===== config.mk =====
export PLATFORM = sky130hd
export DESIGN_NAME = base64_encoder_line_wrap_core_flat
export DESIGN_NICKNAME = d
export VERILOG_FILES = /design/src/sv/b64lw_pkg.sv /design/src/sv/b64lw_if.sv /design/src/sv/b64lw_encode.sv /design/src/sv/base64_encoder_line_wrap_core.sv /design/src/flat_wrapper.sv
export SDC_FILE = /design/constraint.sdc
export NUM_CORES = 1
export LEC_CHECK = 0
export BUFFER_PORTS_ARGS = -buffer_cell sky130_fd_sc_hd__buf_2
export CORE_UTILIZATION = 35
export DETAILED_ROUTE_END_ITERATION = 12
export PLACE_DENSITY = 0.53
export SKIP_CTS_REPAIR_TIMING = 1
export SLEW_MARGIN = 20
export SYNTH_ARGS = -nofsm -noshare
export SYNTH_HDL_FRONTEND = slang
export SYNTH_HIERARCHICAL = 1
export SYNTH_SLANG_ARGS = --single-unit

===== constraint.sdc =====
create_clock -name clk -period 6.3 [get_ports clk]
set_clock_uncertainty 0.1 [all_clocks]
set_input_delay 0.63 -clock clk [delete_from_list [all_inputs] [get_ports clk]]
set_output_delay 0.63 -clock clk [all_outputs]
set_load 0.05 [all_outputs]

===== src/sv/b64lw_pkg.sv =====
`timescale 1ns / 1ps
// ----------------------------------------------------------------------------
// b64lw_pkg
// Shared types, character constants and the alphabet lookup for the
// line-wrapping base64 encoder.
// ----------------------------------------------------------------------------
package b64lw_pkg;

	// Most characters one input beat can cause: one group plus CR LF.
	localparam int MAX_CHARS = 6;
	localparam int CNT_W     = 3;

	localparam logic [7:0] CHAR_CR  = 8'd13;
	localparam logic [7:0] CHAR_LF  = 8'd10;
	localparam logic [7:0] CHAR_PAD = 8'h3d;

	// Characters caused by one input beat, ready to be sent one per cycle while the output is ready.
	typedef struct packed {
		logic [MAX_CHARS-1:0][7:0] chars;
		logic [CNT_W-1:0]          n;
		logic                      msg_end;
	} burst_t;

	// Standard base64 alphabet: A-Z, a-z, 0-9, '+', '/'.
	function automatic logic [7:0] b64_char(input logic [5:0] v);
		logic [7:0] r;
		if (v < 6'd26) begin
			r = 8'h41 + {2'b00, v};
		end else if (v < 6'd52) begin
			r = 8'h61 + {2'b00, v} - 8'd26;
		end else if (v < 6'd62) begin
			r = 8'h30 + {2'b00, v} - 8'd52;
		end else if (v == 6'd62) begin
			r = 8'h2b;
		end else begin
			r = 8'h2f;
		end
		return r;
	endfunction

endpackage


===== src/sv/b64lw_if.sv =====
`timescale 1ns / 1ps
// ----------------------------------------------------------------------------
// b64lw_if
// Valid/ready channels of the encoder: the byte input and the character
// output.
// ----------------------------------------------------------------------------
interface b64lw_in_if;
	logic       valid;
	logic       ready;
	logic [7:0] data_byte;
	logic       byte_valid;
	logic       last;

	modport source (output valid, output data_byte, output byte_valid, output last,
		input ready);
	modport sink (input valid, input data_byte, input byte_valid, input last,
		output ready);
endinterface

interface b64lw_out_if;
	logic       valid;
	logic       ready;
	logic [7:0] out_char;
	logic       run_last;
	logic       message_end;

	modport source (output valid, output out_char, output run_last,
		output message_end, input ready);
	modport sink (input valid, input out_char, input run_last, input message_end,
		output ready);
endinterface


===== src/sv/b64lw_encode.sv =====
`timescale 1ns / 1ps
// ----------------------------------------------------------------------------
// b64lw_encode
// Combinational step for one input beat: gathers bytes into groups, forms
// the four characters with padding, decides on line breaks and gives the
// next encoder state.
// ----------------------------------------------------------------------------
module b64lw_encode #(
	parameter int LINE_CHARS = 76,
	parameter int GW         = 5
) (
	input  logic [15:0]        pend_bytes,
	input  logic [1:0]         pend_count,
	input  logic [GW-1:0]      groups,
	input  logic               wrap,
	input  logic [7:0]         data_byte,
	input  logic               byte_valid,
	input  logic               last,
	output logic [15:0]        pend_bytes_nxt,
	output logic [1:0]         pend_count_nxt,
	output logic [GW-1:0]      groups_nxt,
	output b64lw_pkg::burst_t  burst
);
	import b64lw_pkg::*;

	localparam int GROUPS_MAX = (LINE_CHARS + 3) / 4;

	logic        has_group;
	logic [7:0]  b0, b1, b2;
	logic [1:0]  nbytes;
	logic [15:0] pb;
	logic [1:0]  pc;
	logic [23:0] t;
	logic [GW:0] g_inc;
	logic [GW-1:0] g_after;
	logic        crlf;

	// Byte gathering and end-of-message flush.
	always_comb begin
		has_group = 1'b0;
		b0 = 8'h00;
		b1 = 8'h00;
		b2 = 8'h00;
		nbytes = 2'd3;
		pb = pend_bytes;
		pc = pend_count;
		if (byte_valid) begin
			if (pend_count >= 2'd2) begin
				has_group = 1'b1;
				b0 = pend_bytes[15:8];
				b1 = pend_bytes[7:0];
				b2 = data_byte;
				nbytes = 2'd3;
				pb = 16'h0000;
				pc = 2'd0;
			end else if (pend_count == 2'd1) begin
				pb = {pend_bytes[15:8], data_byte};
				pc = 2'd2;
			end else begin
				pb = {data_byte, 8'h00};
				pc = 2'd1;
			end
		end
		if (last) begin
			if (pc == 2'd1) begin
				has_group = 1'b1;
				b0 = pb[15:8];
				nbytes = 2'd1;
			end else if (pc >= 2'd2) begin
				has_group = 1'b1;
				b0 = pb[15:8];
				b1 = pb[7:0];
				nbytes = 2'd2;
			end
			pb = 16'h0000;
			pc = 2'd0;
		end
	end

	assign pend_bytes_nxt = pb;
	assign pend_count_nxt = pc;

	// Line length tracking and CR LF decisions.
	always_comb begin
		g_inc   = {1'b0, groups} + {{GW{1'b0}}, 1'b1};
		g_after = groups;
		crlf    = 1'b0;
		if (has_group) begin
			if (wrap) begin
				if (g_inc >= (GW+1)'(GROUPS_MAX)) begin
					crlf    = 1'b1;
					g_after = '0;
				end else begin
					g_after = g_inc[GW-1:0];
				end
			end else begin
				g_after = '0;
			end
		end
		if (last) begin
			if (wrap && (g_after != '0)) begin
				crlf = 1'b1;
			end
			g_after = '0;
		end
	end

	assign groups_nxt = g_after;

	// Character burst for this beat.
	assign t = {b0, b1, b2};
	always_comb begin
		burst.chars   = '0;
		burst.msg_end = last;
		if (has_group) begin
			burst.chars[0] = b64_char(t[23:18]);
			burst.chars[1] = b64_char(t[17:12]);
			burst.chars[2] = (nbytes > 2'd1) ? b64_char(t[11:6]) : CHAR_PAD;
			burst.chars[3] = (nbytes > 2'd2) ? b64_char(t[5:0]) : CHAR_PAD;
			burst.chars[4] = CHAR_CR;
			burst.chars[5] = CHAR_LF;
			burst.n = crlf ? CNT_W'(6) : CNT_W'(4);
		end else begin
			burst.chars[0] = CHAR_CR;
			burst.chars[1] = CHAR_LF;
			burst.n = crlf ? CNT_W'(2) : CNT_W'(0);
		end
	end

endmodule


===== src/sv/base64_encoder_line_wrap_core.sv =====
`timescale 1ns / 1ps
// The first character of a beat is offered in the cycle after the beat is accepted.
// A beat causes N characters (0, 2, 4 or 6); while out_ch.ready is high the output register
// sends one character per cycle, and a new beat is taken as the last character of the
// previous one leaves.
// Reset (arst_n low, asynchronous): no pending bytes, empty line, wrapping off, output idle.
// ----------------------------------------------------------------------------
// base64_encoder_line_wrap_core
// Streaming base64 encoder with optional CR LF line wrapping after every
// LINE_CHARS characters, rounded up to a multiple of four.
// ----------------------------------------------------------------------------
module base64_encoder_line_wrap_core #(
	parameter int LINE_CHARS = 76
) (
	input  logic         clk,
	input  logic         arst_n,
	input  logic         cfg_we,
	input  logic         cfg_wdata,
	b64lw_in_if.sink     in_ch,
	b64lw_out_if.source  out_ch
);
	import b64lw_pkg::*;

	localparam int GROUPS_MAX = (LINE_CHARS + 3) / 4;
	localparam int GW         = $clog2(GROUPS_MAX + 1);

	logic                 wrap_q;
	logic [15:0]          pend_bytes_q;
	logic [1:0]           pend_count_q;
	logic [GW-1:0]        groups_q;
	logic                 busy_q;
	logic [CNT_W-1:0]     idx_q;
	burst_t               burst_q;

	logic [15:0]          pend_bytes_nxt;
	logic [1:0]           pend_count_nxt;
	logic [GW-1:0]        groups_nxt;
	burst_t               burst_nxt;
	logic                 in_acc;
	logic                 out_acc;
	logic                 last_char;

	// Per-beat encoding step.
	b64lw_encode #(
		.LINE_CHARS (LINE_CHARS),
		.GW         (GW)
	) u_encode (
		.pend_bytes     (pend_bytes_q),
		.pend_count     (pend_count_q),
		.groups         (groups_q),
		.wrap           (wrap_q),
		.data_byte      (in_ch.data_byte),
		.byte_valid     (in_ch.byte_valid),
		.last           (in_ch.last),
		.pend_bytes_nxt (pend_bytes_nxt),
		.pend_count_nxt (pend_count_nxt),
		.groups_nxt     (groups_nxt),
		.burst          (burst_nxt)
	);

	// Handshakes: take a new beat once the current burst is done or leaving.
	assign last_char  = (idx_q == (burst_q.n - CNT_W'(1)));
	assign out_acc    = busy_q & out_ch.ready;
	assign in_ch.ready = ~busy_q | (out_ch.ready & last_char);
	assign in_acc     = in_ch.valid & in_ch.ready;

	// Output payload from the burst register.
	assign out_ch.valid       = busy_q;
	assign out_ch.out_char    = burst_q.chars[idx_q];
	assign out_ch.run_last    = last_char;
	assign out_ch.message_end = last_char & burst_q.msg_end;

	// Configuration register.
	always_ff @(posedge clk or negedge arst_n) begin
		if (!arst_n) begin
			wrap_q <= 1'b0;
		end else if (cfg_we) begin
			wrap_q <= cfg_wdata;
		end
	end

	// Encoder state and output sequencing.
	always_ff @(posedge clk or negedge arst_n) begin
		if (!arst_n) begin
			pend_bytes_q <= 16'h0000;
			pend_count_q <= 2'd0;
			groups_q     <= '0;
			busy_q       <= 1'b0;
			idx_q        <= '0;
		end else if (in_acc) begin
			pend_bytes_q <= pend_bytes_nxt;
			pend_count_q <= pend_count_nxt;
			groups_q     <= groups_nxt;
			busy_q       <= (burst_nxt.n != '0);
			idx_q        <= '0;
		end else if (out_acc) begin
			if (last_char) begin
				busy_q <= 1'b0;
			end else begin
				idx_q <= idx_q + CNT_W'(1);
			end
		end
	end

	// Burst payload register.
	always_ff @(posedge clk) begin
		if (in_acc) begin
			burst_q <= burst_nxt;
		end
	end

	// The character index stays inside the current burst.
	a_idx_range: assert property (@(posedge clk) disable iff (!arst_n)
		busy_q |-> (idx_q < burst_q.n))
		else $error("character index beyond burst length");

	// A burst that is not finished keeps offering characters.
	a_burst_holds: assert property (@(posedge clk) disable iff (!arst_n)
		(out_acc && !last_char) |=> out_ch.valid)
		else $error("burst dropped before its last character");

	// The end of the message is always the end of a beat's burst.
	a_msg_end_last: assert property (@(posedge clk) disable iff (!arst_n)
		(out_ch.valid && out_ch.message_end) |-> out_ch.run_last)
		else $error("message end without run end");

	// With nothing pending on the output the input is open.
	a_idle_ready: assert property (@(posedge clk) disable iff (!arst_n)
		!busy_q |-> in_ch.ready)
		else $error("input stalled while output idle");

	// At most two bytes are ever held.
	a_pend_count: assert property (@(posedge clk) disable iff (!arst_n)
		pend_count_q != 2'd3)
		else $error("pending byte count out of range");

endmodule

===== src/flat_wrapper.sv =====
// flat-port wrapper written by rule: the top's interface ports become plain ports
module base64_encoder_line_wrap_core_flat import b64lw_pkg::*;
#(
	parameter int LINE_CHARS = 76
)
  (clk, arst_n, cfg_we, cfg_wdata, in_ch_valid, in_ch_data_byte, in_ch_byte_valid, in_ch_last, in_ch_ready, out_ch_valid, out_ch_out_char, out_ch_run_last, out_ch_message_end, out_ch_ready);
  b64lw_in_if in_ch_i ();
  b64lw_out_if out_ch_i ();
  input  logic clk;
  input  logic arst_n;
  input  logic cfg_we;
  input  logic cfg_wdata;
  input wire logic [$bits(in_ch_i.valid)-1:0] in_ch_valid;
  input wire logic [$bits(in_ch_i.data_byte)-1:0] in_ch_data_byte;
  input wire logic [$bits(in_ch_i.byte_valid)-1:0] in_ch_byte_valid;
  input wire logic [$bits(in_ch_i.last)-1:0] in_ch_last;
  output wire logic [$bits(in_ch_i.ready)-1:0] in_ch_ready;
  output wire logic [$bits(out_ch_i.valid)-1:0] out_ch_valid;
  output wire logic [$bits(out_ch_i.out_char)-1:0] out_ch_out_char;
  output wire logic [$bits(out_ch_i.run_last)-1:0] out_ch_run_last;
  output wire logic [$bits(out_ch_i.message_end)-1:0] out_ch_message_end;
  input wire logic [$bits(out_ch_i.ready)-1:0] out_ch_ready;
  assign in_ch_i.valid = in_ch_valid;
  assign in_ch_i.data_byte = in_ch_data_byte;
  assign in_ch_i.byte_valid = in_ch_byte_valid;
  assign in_ch_i.last = in_ch_last;
  assign in_ch_ready = in_ch_i.ready;
  assign out_ch_valid = out_ch_i.valid;
  assign out_ch_out_char = out_ch_i.out_char;
  assign out_ch_run_last = out_ch_i.run_last;
  assign out_ch_message_end = out_ch_i.message_end;
  assign out_ch_i.ready = out_ch_ready;
  base64_encoder_line_wrap_core #(.LINE_CHARS(LINE_CHARS)) u_core (.clk(clk), .arst_n(arst_n), .cfg_we(cfg_we), .cfg_wdata(cfg_wdata), .in_ch(in_ch_i), .out_ch(out_ch_i));
endmodule

==> flow_summary.ini, run 1 <==
[global_route]
first_global_vias = 4522
grt-ovfl-total = 0
grt_max_degree = 53
grt_pass1_wl_um = 25500
antenna_found_initial = 0
grtUsageTotal = 0.183

[cts]
root_buffer = clkbuf_16
clkSlewWorstSetupHoldPaths_ps = 70
insertion_delay_ps = 350
cts_sinks = 80
cts_tree = yes
clk_path_buf_depth = 2
h-tree-depth = 3
cts_buffers = 9

[sta]
final.period_utilization = 0.581
max_freq_mhz = 273
setup_tns_ps = 0
final_hold_viol_count = 0
setup_viol = 0
period_minus_slack_ps = 3660
worst_pin_slew_ps = 902
timing.slew.headroom = 0.399
slew_violations = 0
grt_setup_unrepaired = no

[critical_path]
critPathCaptureType = flop
crit_arrival_ps = 3720
path_class = input pin to flop
startpoint_type = input pin
crit_required_ps = 6360
critPathSlowestCell = buf_2
worstPathCellList = buf_2 -> nand4bb_1 -> o211ai_2 -> inv_1 -> ha_1 -> a31o_2 -> o21a_1 -> nor2_1 -> nor4_1 -> nor3_1
slowest_delay_ps = 670
cp_max_fo = 48

[floorplan]
die_w_um = 135
start_util = 0.359
floorplan.rows = 48
design.core.area_mm2 = 0.0174
io_pins = 28
dieArea_mm2 = 0.0183
die_h_um = 135

[routing]
first_pass_iters = 5
drc = 0
vias = 4835
viasPerCell = 5.71
ant_nets = 0
first_iter_violations = 488
routed_wl_um = 16100
wl_per_cell_um = 19.0

[yosys]
synth_edf_count = 52
synth_warnings = 6
syn_avg_cell_area_um2 = 9.96
async_flop_share = 0.350
syn_area_mm2 = 0.00622
synth.largest_area_cell = edfxtp_1
netlist_top_cells_area = edfxtp_1 25%, dfrtp_1 11%, ha_1 4.8%
yosysSeqAreaShare = 0.363
synth-seq-cells = 80
netlist_instances = 625
ys.flop_type = edfxtp_1
yosysTopAreaCellShare = 0.251
yosysUniqueCellTypes = 90

[pwr]
ir_drop_uv = 247
total_power_mw = 2.55
power_density_mw_per_mm2 = 385
p_leak_nw = 2.82

[finish]
nNetsFinal = 657
antenna_cells = 0
area_delta_synth_final_pct = 6.39
post-route-util = 0.382
fin_cells = 847
layout-drive-gt1-share = 0.196
final_cell_area_mm2 = 0.00662

[place]
dp.cells = 831
gp_congestion = 0.851
portBuffers = 27
post_dp_cell_area_mm2 = 0.00632
dp_hpwl_um = 11200

[outcome]
status = complete, no violations

[job]
drv_cap = 0

[hold_path]
hp-class = input pin to asynchronous set/reset pin
-- layout make-up --
class,count,area (um^2)
Clock buffer,9,225
Clock inverter,7,77.6
Fill cell,1726,10700
Inverter,43,163
Multi-Input combinational cell,453,3460
Sequential cell,80,2260
Tap cell,225,282
Timing Repair Buffer,30,158
-- path summary, 6_finish.rpt --
check                                       start                 endpoint  slack [ps]  cells past startpoint
hold / removal                             arst_n          u_core/idx_q[2]         230                      1
max in group asynchronous                  arst_n  u_core/pend_bytes_q[14]        5390                      1
hold reg to reg            u_core/pend_bytes_q[6]   u_core/pend_bytes_q[6]         460                      1
min in group clk                        cfg_wdata            u_core/wrap_q         420                      2
setup / recovery                       in_ch_last        u_core/burst_q[6]        2640                     10
setup reg to reg           u_core/pend_count_q[0]       u_core/burst_q[23]        2710                      8
-- registers in the layout, summed over array words and instances, names as in the netlist --
name and count:
u_core/wrap_q 1, u_core/pend_count_q 2, u_core/groups_q 5, u_core/burst_q 52
u_core/idx_q 3, u_core/pend_bytes_q 16, u_core/out_ch.valid 1
-- synth_stat cells, types with 7 or more instances --
cell type  instances
edfxtp_1          52
a21oi_1           50
nand2_1           45
nor2_1            39
inv_1             38
dfrtp_1           28
ha_1              24
buf_4             23
nand3_1           21
mux2_4            19
clkbuf_1          18
nor3_1            16
mux2i_1           13
o21ai_0           13
o22ai_1           10
buf_6              9
xnor2_1            9
a22oi_1            8
a31oi_1            8
mux4_2             8
o21ai_1            8
o31ai_1            8
o211ai_2           7
-- logic make-up (layout without fill, tap and decap cells) --
logic type / count (synthesis) / in the layout / share of synthesized area
buf+inv: 103 / 89 / 0.0880
xor+xnor: 11 / 11 / 0.0179
flops: 80 / 80 / 0.363
fa+ha+maj: 24 / 24 / 0.0482
simple gates: 173 / 173 / 0.146
other cells: 1 / 12 / 0.000602
mux: 45 / 45 / 0.105
compound gates: 188 / 188 / 0.232
-- per-stage QoR --
stage	setup WS [ps]	hold slack, ps
2_1_floorplan	2900	234
3_3_place_gp	2400	436
3_5_place_dp	2340	438
4_1_cts	2710	242
5_1_grt	2370	263
6_report	2640	232
-- placed cells by master (no fill, tap or decap), types with 19 or more instances in the layout --
| cell | netlist | final |
|---|---|---|
| buf_2 | 6 | 27 |
| a21oi_1 | 50 | 50 |
| nand3_1 | 21 | 21 |
| dfrtp_1 | 28 | 28 |
| edfxtp_1 | 52 | 52 |
| mux2_4 | 19 | 19 |
| nand2_1 | 45 | 45 |
| nor2_1 | 39 | 39 |
| inv_1 | 38 | 37 |
| ha_1 | 24 | 24 |
-- metal layers --
layer	up-vias	routed length (um)	track usage
li1	2294	-	-
met3	24	952	0.0359
met1	2347	7850	0.266
met5	-	0	0
met4	0	403	0.0730
met2	170	6850	0.263
-- where the power goes --
group	internal, mW	switching (mW)
clock	0.311	0.230
sequential	0.725	0.157
combinational	0.425	0.702
-- worst max-delay path, delay by kind of cell --
| kind | cells | cell delay, ps |
|---|---|---|
| fa+ha+maj | 1 | 250 |
| buf+inv | 2 | 830 |
| simple gates | 4 | 1150 |
| compound gates | 3 | 830 |
Power figures use the tool's default switching activity.
==> run 2, diff against run 1 <==
--- a/config.mk
+++ b/config.mk
@@ -5,10 +5,11 @@
 export SDC_FILE = /design/constraint.sdc
 export NUM_CORES = 1
 export LEC_CHECK = 0
+export ABC_AREA = 1
 export BUFFER_PORTS_ARGS = -buffer_cell sky130_fd_sc_hd__buf_2
 export CORE_UTILIZATION = 35
 export DETAILED_ROUTE_END_ITERATION = 12
-export PLACE_DENSITY = 0.53
+export PLACE_DENSITY = 0.55
 export SKIP_CTS_REPAIR_TIMING = 1
 export SLEW_MARGIN = 20
 export SYNTH_ARGS = -nofsm -noshare
==> constraint.sdc (replaced) <==
create_clock -name clk -period 3.1 [get_ports clk]
set_clock_uncertainty 0.1 [all_clocks]
set_input_delay 0.31 -clock clk [delete_from_list [all_inputs] [get_ports clk]]
set_output_delay 0.31 -clock clk [all_outputs]
set_load 0.05 [all_outputs]
==> run 2 against run 1 <==
Compared with the run above:
- setup slack worse by 2400 ps
- flip-flop and latch count did not move
- die area fell by 0.97%
- non-clock buffer count rose by 11
- largest cell class unchanged
- highest routed layer unchanged
- critical endpoint unchanged
- synthesized area fell by 0.98%
- cell area grew 2.1%
- first-iteration DRC count fell by 2.5%
- cell count up 29%
==> flow_summary.ini, run 2 <==
[outcome]
status = complete, no violations

[critical_path]
crit_top_cell = nand2_1
crit_arrival_ps = 2870
slowest_delay_ps = 480
path_delay_family = simple AND/OR/NAND/NOR gates
critPathCaptureType = flop
path_class = flop to flop
startpoint_type = flop
cp_max_fo = 7
critPathSlowestCell = dfrtp_1
crit_required_ps = 3090
path_buf_inv = 1
worstPathCellList = nor2_1 -> nand2_1 -> o21ai_0 -> nand2_2 -> nand2_4 -> inv_2 -> ha_1 -> nand3b_1 -> nor2_1 -> nand2_1 -> nand3_1 -> nand2_1

[routing]
first_iter_violations = 476
ant_nets = 0
viasPerCell = 4.77
drc = 0
routed_wl_um = 15100
vias = 5197
first_pass_iters = 5
wl_per_cell_um = 13.8

[floorplan]
floorplan.rows = 48
die_h_um = 135
design.core.area_mm2 = 0.0172
die_w_um = 135
dieArea_mm2 = 0.0181
start_util = 0.358
io_pins = 28

[finish]
layout-drive-gt1-share = 0.137
seqCellArea_mm2 = 0.00226
nNetsFinal = 899
largest_reg_flops = 52
regMostFlops = u_core/burst_q
final_cell_mix = 219 x nand2_1, 105 x nor2_1, 95 x inv_1
layout_commonest_cell = nand2_1
area_delta_synth_final_pct = 9.74
nFillCells = 1784
final_cell_area_mm2 = 0.00676
post-route-util = 0.392
antenna_cells = 0
reg_top3 = u_core/burst_q: 52 flops, u_core/pend_bytes_q: 16 flops, u_core/groups_q: 5 flops
multi_input_comb_area_mm2 = 0.00322

[global_route]
grt_max_degree = 47
grtUsageTotal = 0.178
grt-ovfl-total = 0
first_global_vias = 4882
antenna_found_initial = 0
grt_pass1_wl_um = 25400

[yosys]
yosysUniqueCellTypes = 48
syn_avg_cell_area_um2 = 7.35
async_flop_share = 0.350
synth-seq-cells = 80
synthTopCellsByCount = 219 x nand2_1, 105 x nor2_1, 96 x inv_1
ys.flop_type = edfxtp_1
synth_warnings = 6
syn_area_mm2 = 0.00616
synth_most_common_cell = nand2_1
netlist_top_cells_area = edfxtp_1 25%, nand2_1 13%, dfrtp_1 11%
synth_edf_count = 52
synth.largest_area_cell = edfxtp_1
yosysTopAreaCellShare = 0.253
yosysSeqAreaShare = 0.367
netlist_instances = 839

[cts]
clk_path_buf_depth = 2
h-tree-depth = 3
clkSlewWorstSetupHoldPaths_ps = 70
cts_sinks = 80
insertion_delay_ps = 340
cts_tree = yes
cts_buffers = 9
root_buffer = clkbuf_16

[place]
dp_hpwl_um = 11400
gp_congestion = 0.902
portBuffers = 27
post_dp_cell_area_mm2 = 0.00643

[pwr]
p_leak_nw = 3.21
total_power_mw = 5.12
power_density_mw_per_mm2 = 756
ir_drop_uv = 464

[sta]
slew_violations = 0
final.period_utilization = 0.928
final_hold_viol_count = 0
worst_pin_slew_ps = 681
period_minus_slack_ps = 2880
setup_tns_ps = 0
grt_setup_unrepaired = no
max_freq_mhz = 347
setup_viol = 0
timing.slew.headroom = 0.546

[job]
drv_cap = 0

[hold_path]
hp-class = input pin to flop
==> run 2: through the flow <==
| stage | setup slack (ps) | std cells | hold slack, ps |
|---|---|---|---|
| after CTS | 256 | 1088 | -70.4 |
| after global routing | 20.8 | 1089 | 86.2 |
| final | 222 | 1089 | 99.3 |
| after global placement | 348 | 1072 | 295 |
| after detailed placement | 278 | 1072 | 303 |
| after floorplan | 247 | 850 | -85.6 |
==> run 2: power by group <==
part           leakage, nW  internal [mW]  switching, mW  total [mW]
Combinational         2.20          0.679           1.74        2.42
Sequential           0.851           1.38          0.137        1.52
Clock                0.160          0.716          0.460        1.18
==> run 2: kinds of logic after synthesis <==
group,Yosys count,synth area share
mux,6,0.00995
other cells,1,0.000608
simple gates,450,0.331
buf+inv,153,0.117
compound gates,106,0.0993
flops,80,0.367
fa+ha+maj,24,0.0487
xor+xnor,19,0.0270
==> run 2: layer usage <==
metal,part of all wire,global-route usage,vias up,routed length [um]
met5,0,0,-,0
met4,0.0086,0.0499,0,130
met3,0.041,0.0304,7,616
met2,0.46,0.283,116,6880
met1,0.49,0.249,2358,7450
li1,-,-,2716,-
==> run 2: final timing paths <==
path	from	to	slack (ps)	cells past startpoint
setup / recovery	u_core/pend_count_q[1]	u_core/burst_q[6]	220	12
hold / removal	cfg_wdata	u_core/wrap_q	100	2
setup reg to reg	u_core/pend_count_q[1]	u_core/burst_q[6]	220	12
hold reg to reg	u_core/pend_bytes_q[6]	u_core/pend_bytes_q[6]	370	2
max in group asynchronous	arst_n	u_core/idx_q[2]	2010	2
min in group asynchronous	arst_n	u_core/pend_bytes_q[8]	450	2
==> run 2: area by class of cell <==
cell class              instances  area share
flip-flops and latches         80       0.334
inverters                     110      0.0614
well taps                     225      0.0416
clock buffers                   9      0.0333
clock inverters                 7      0.0150
repair buffers                 41      0.0377
multi-input cells             617       0.477
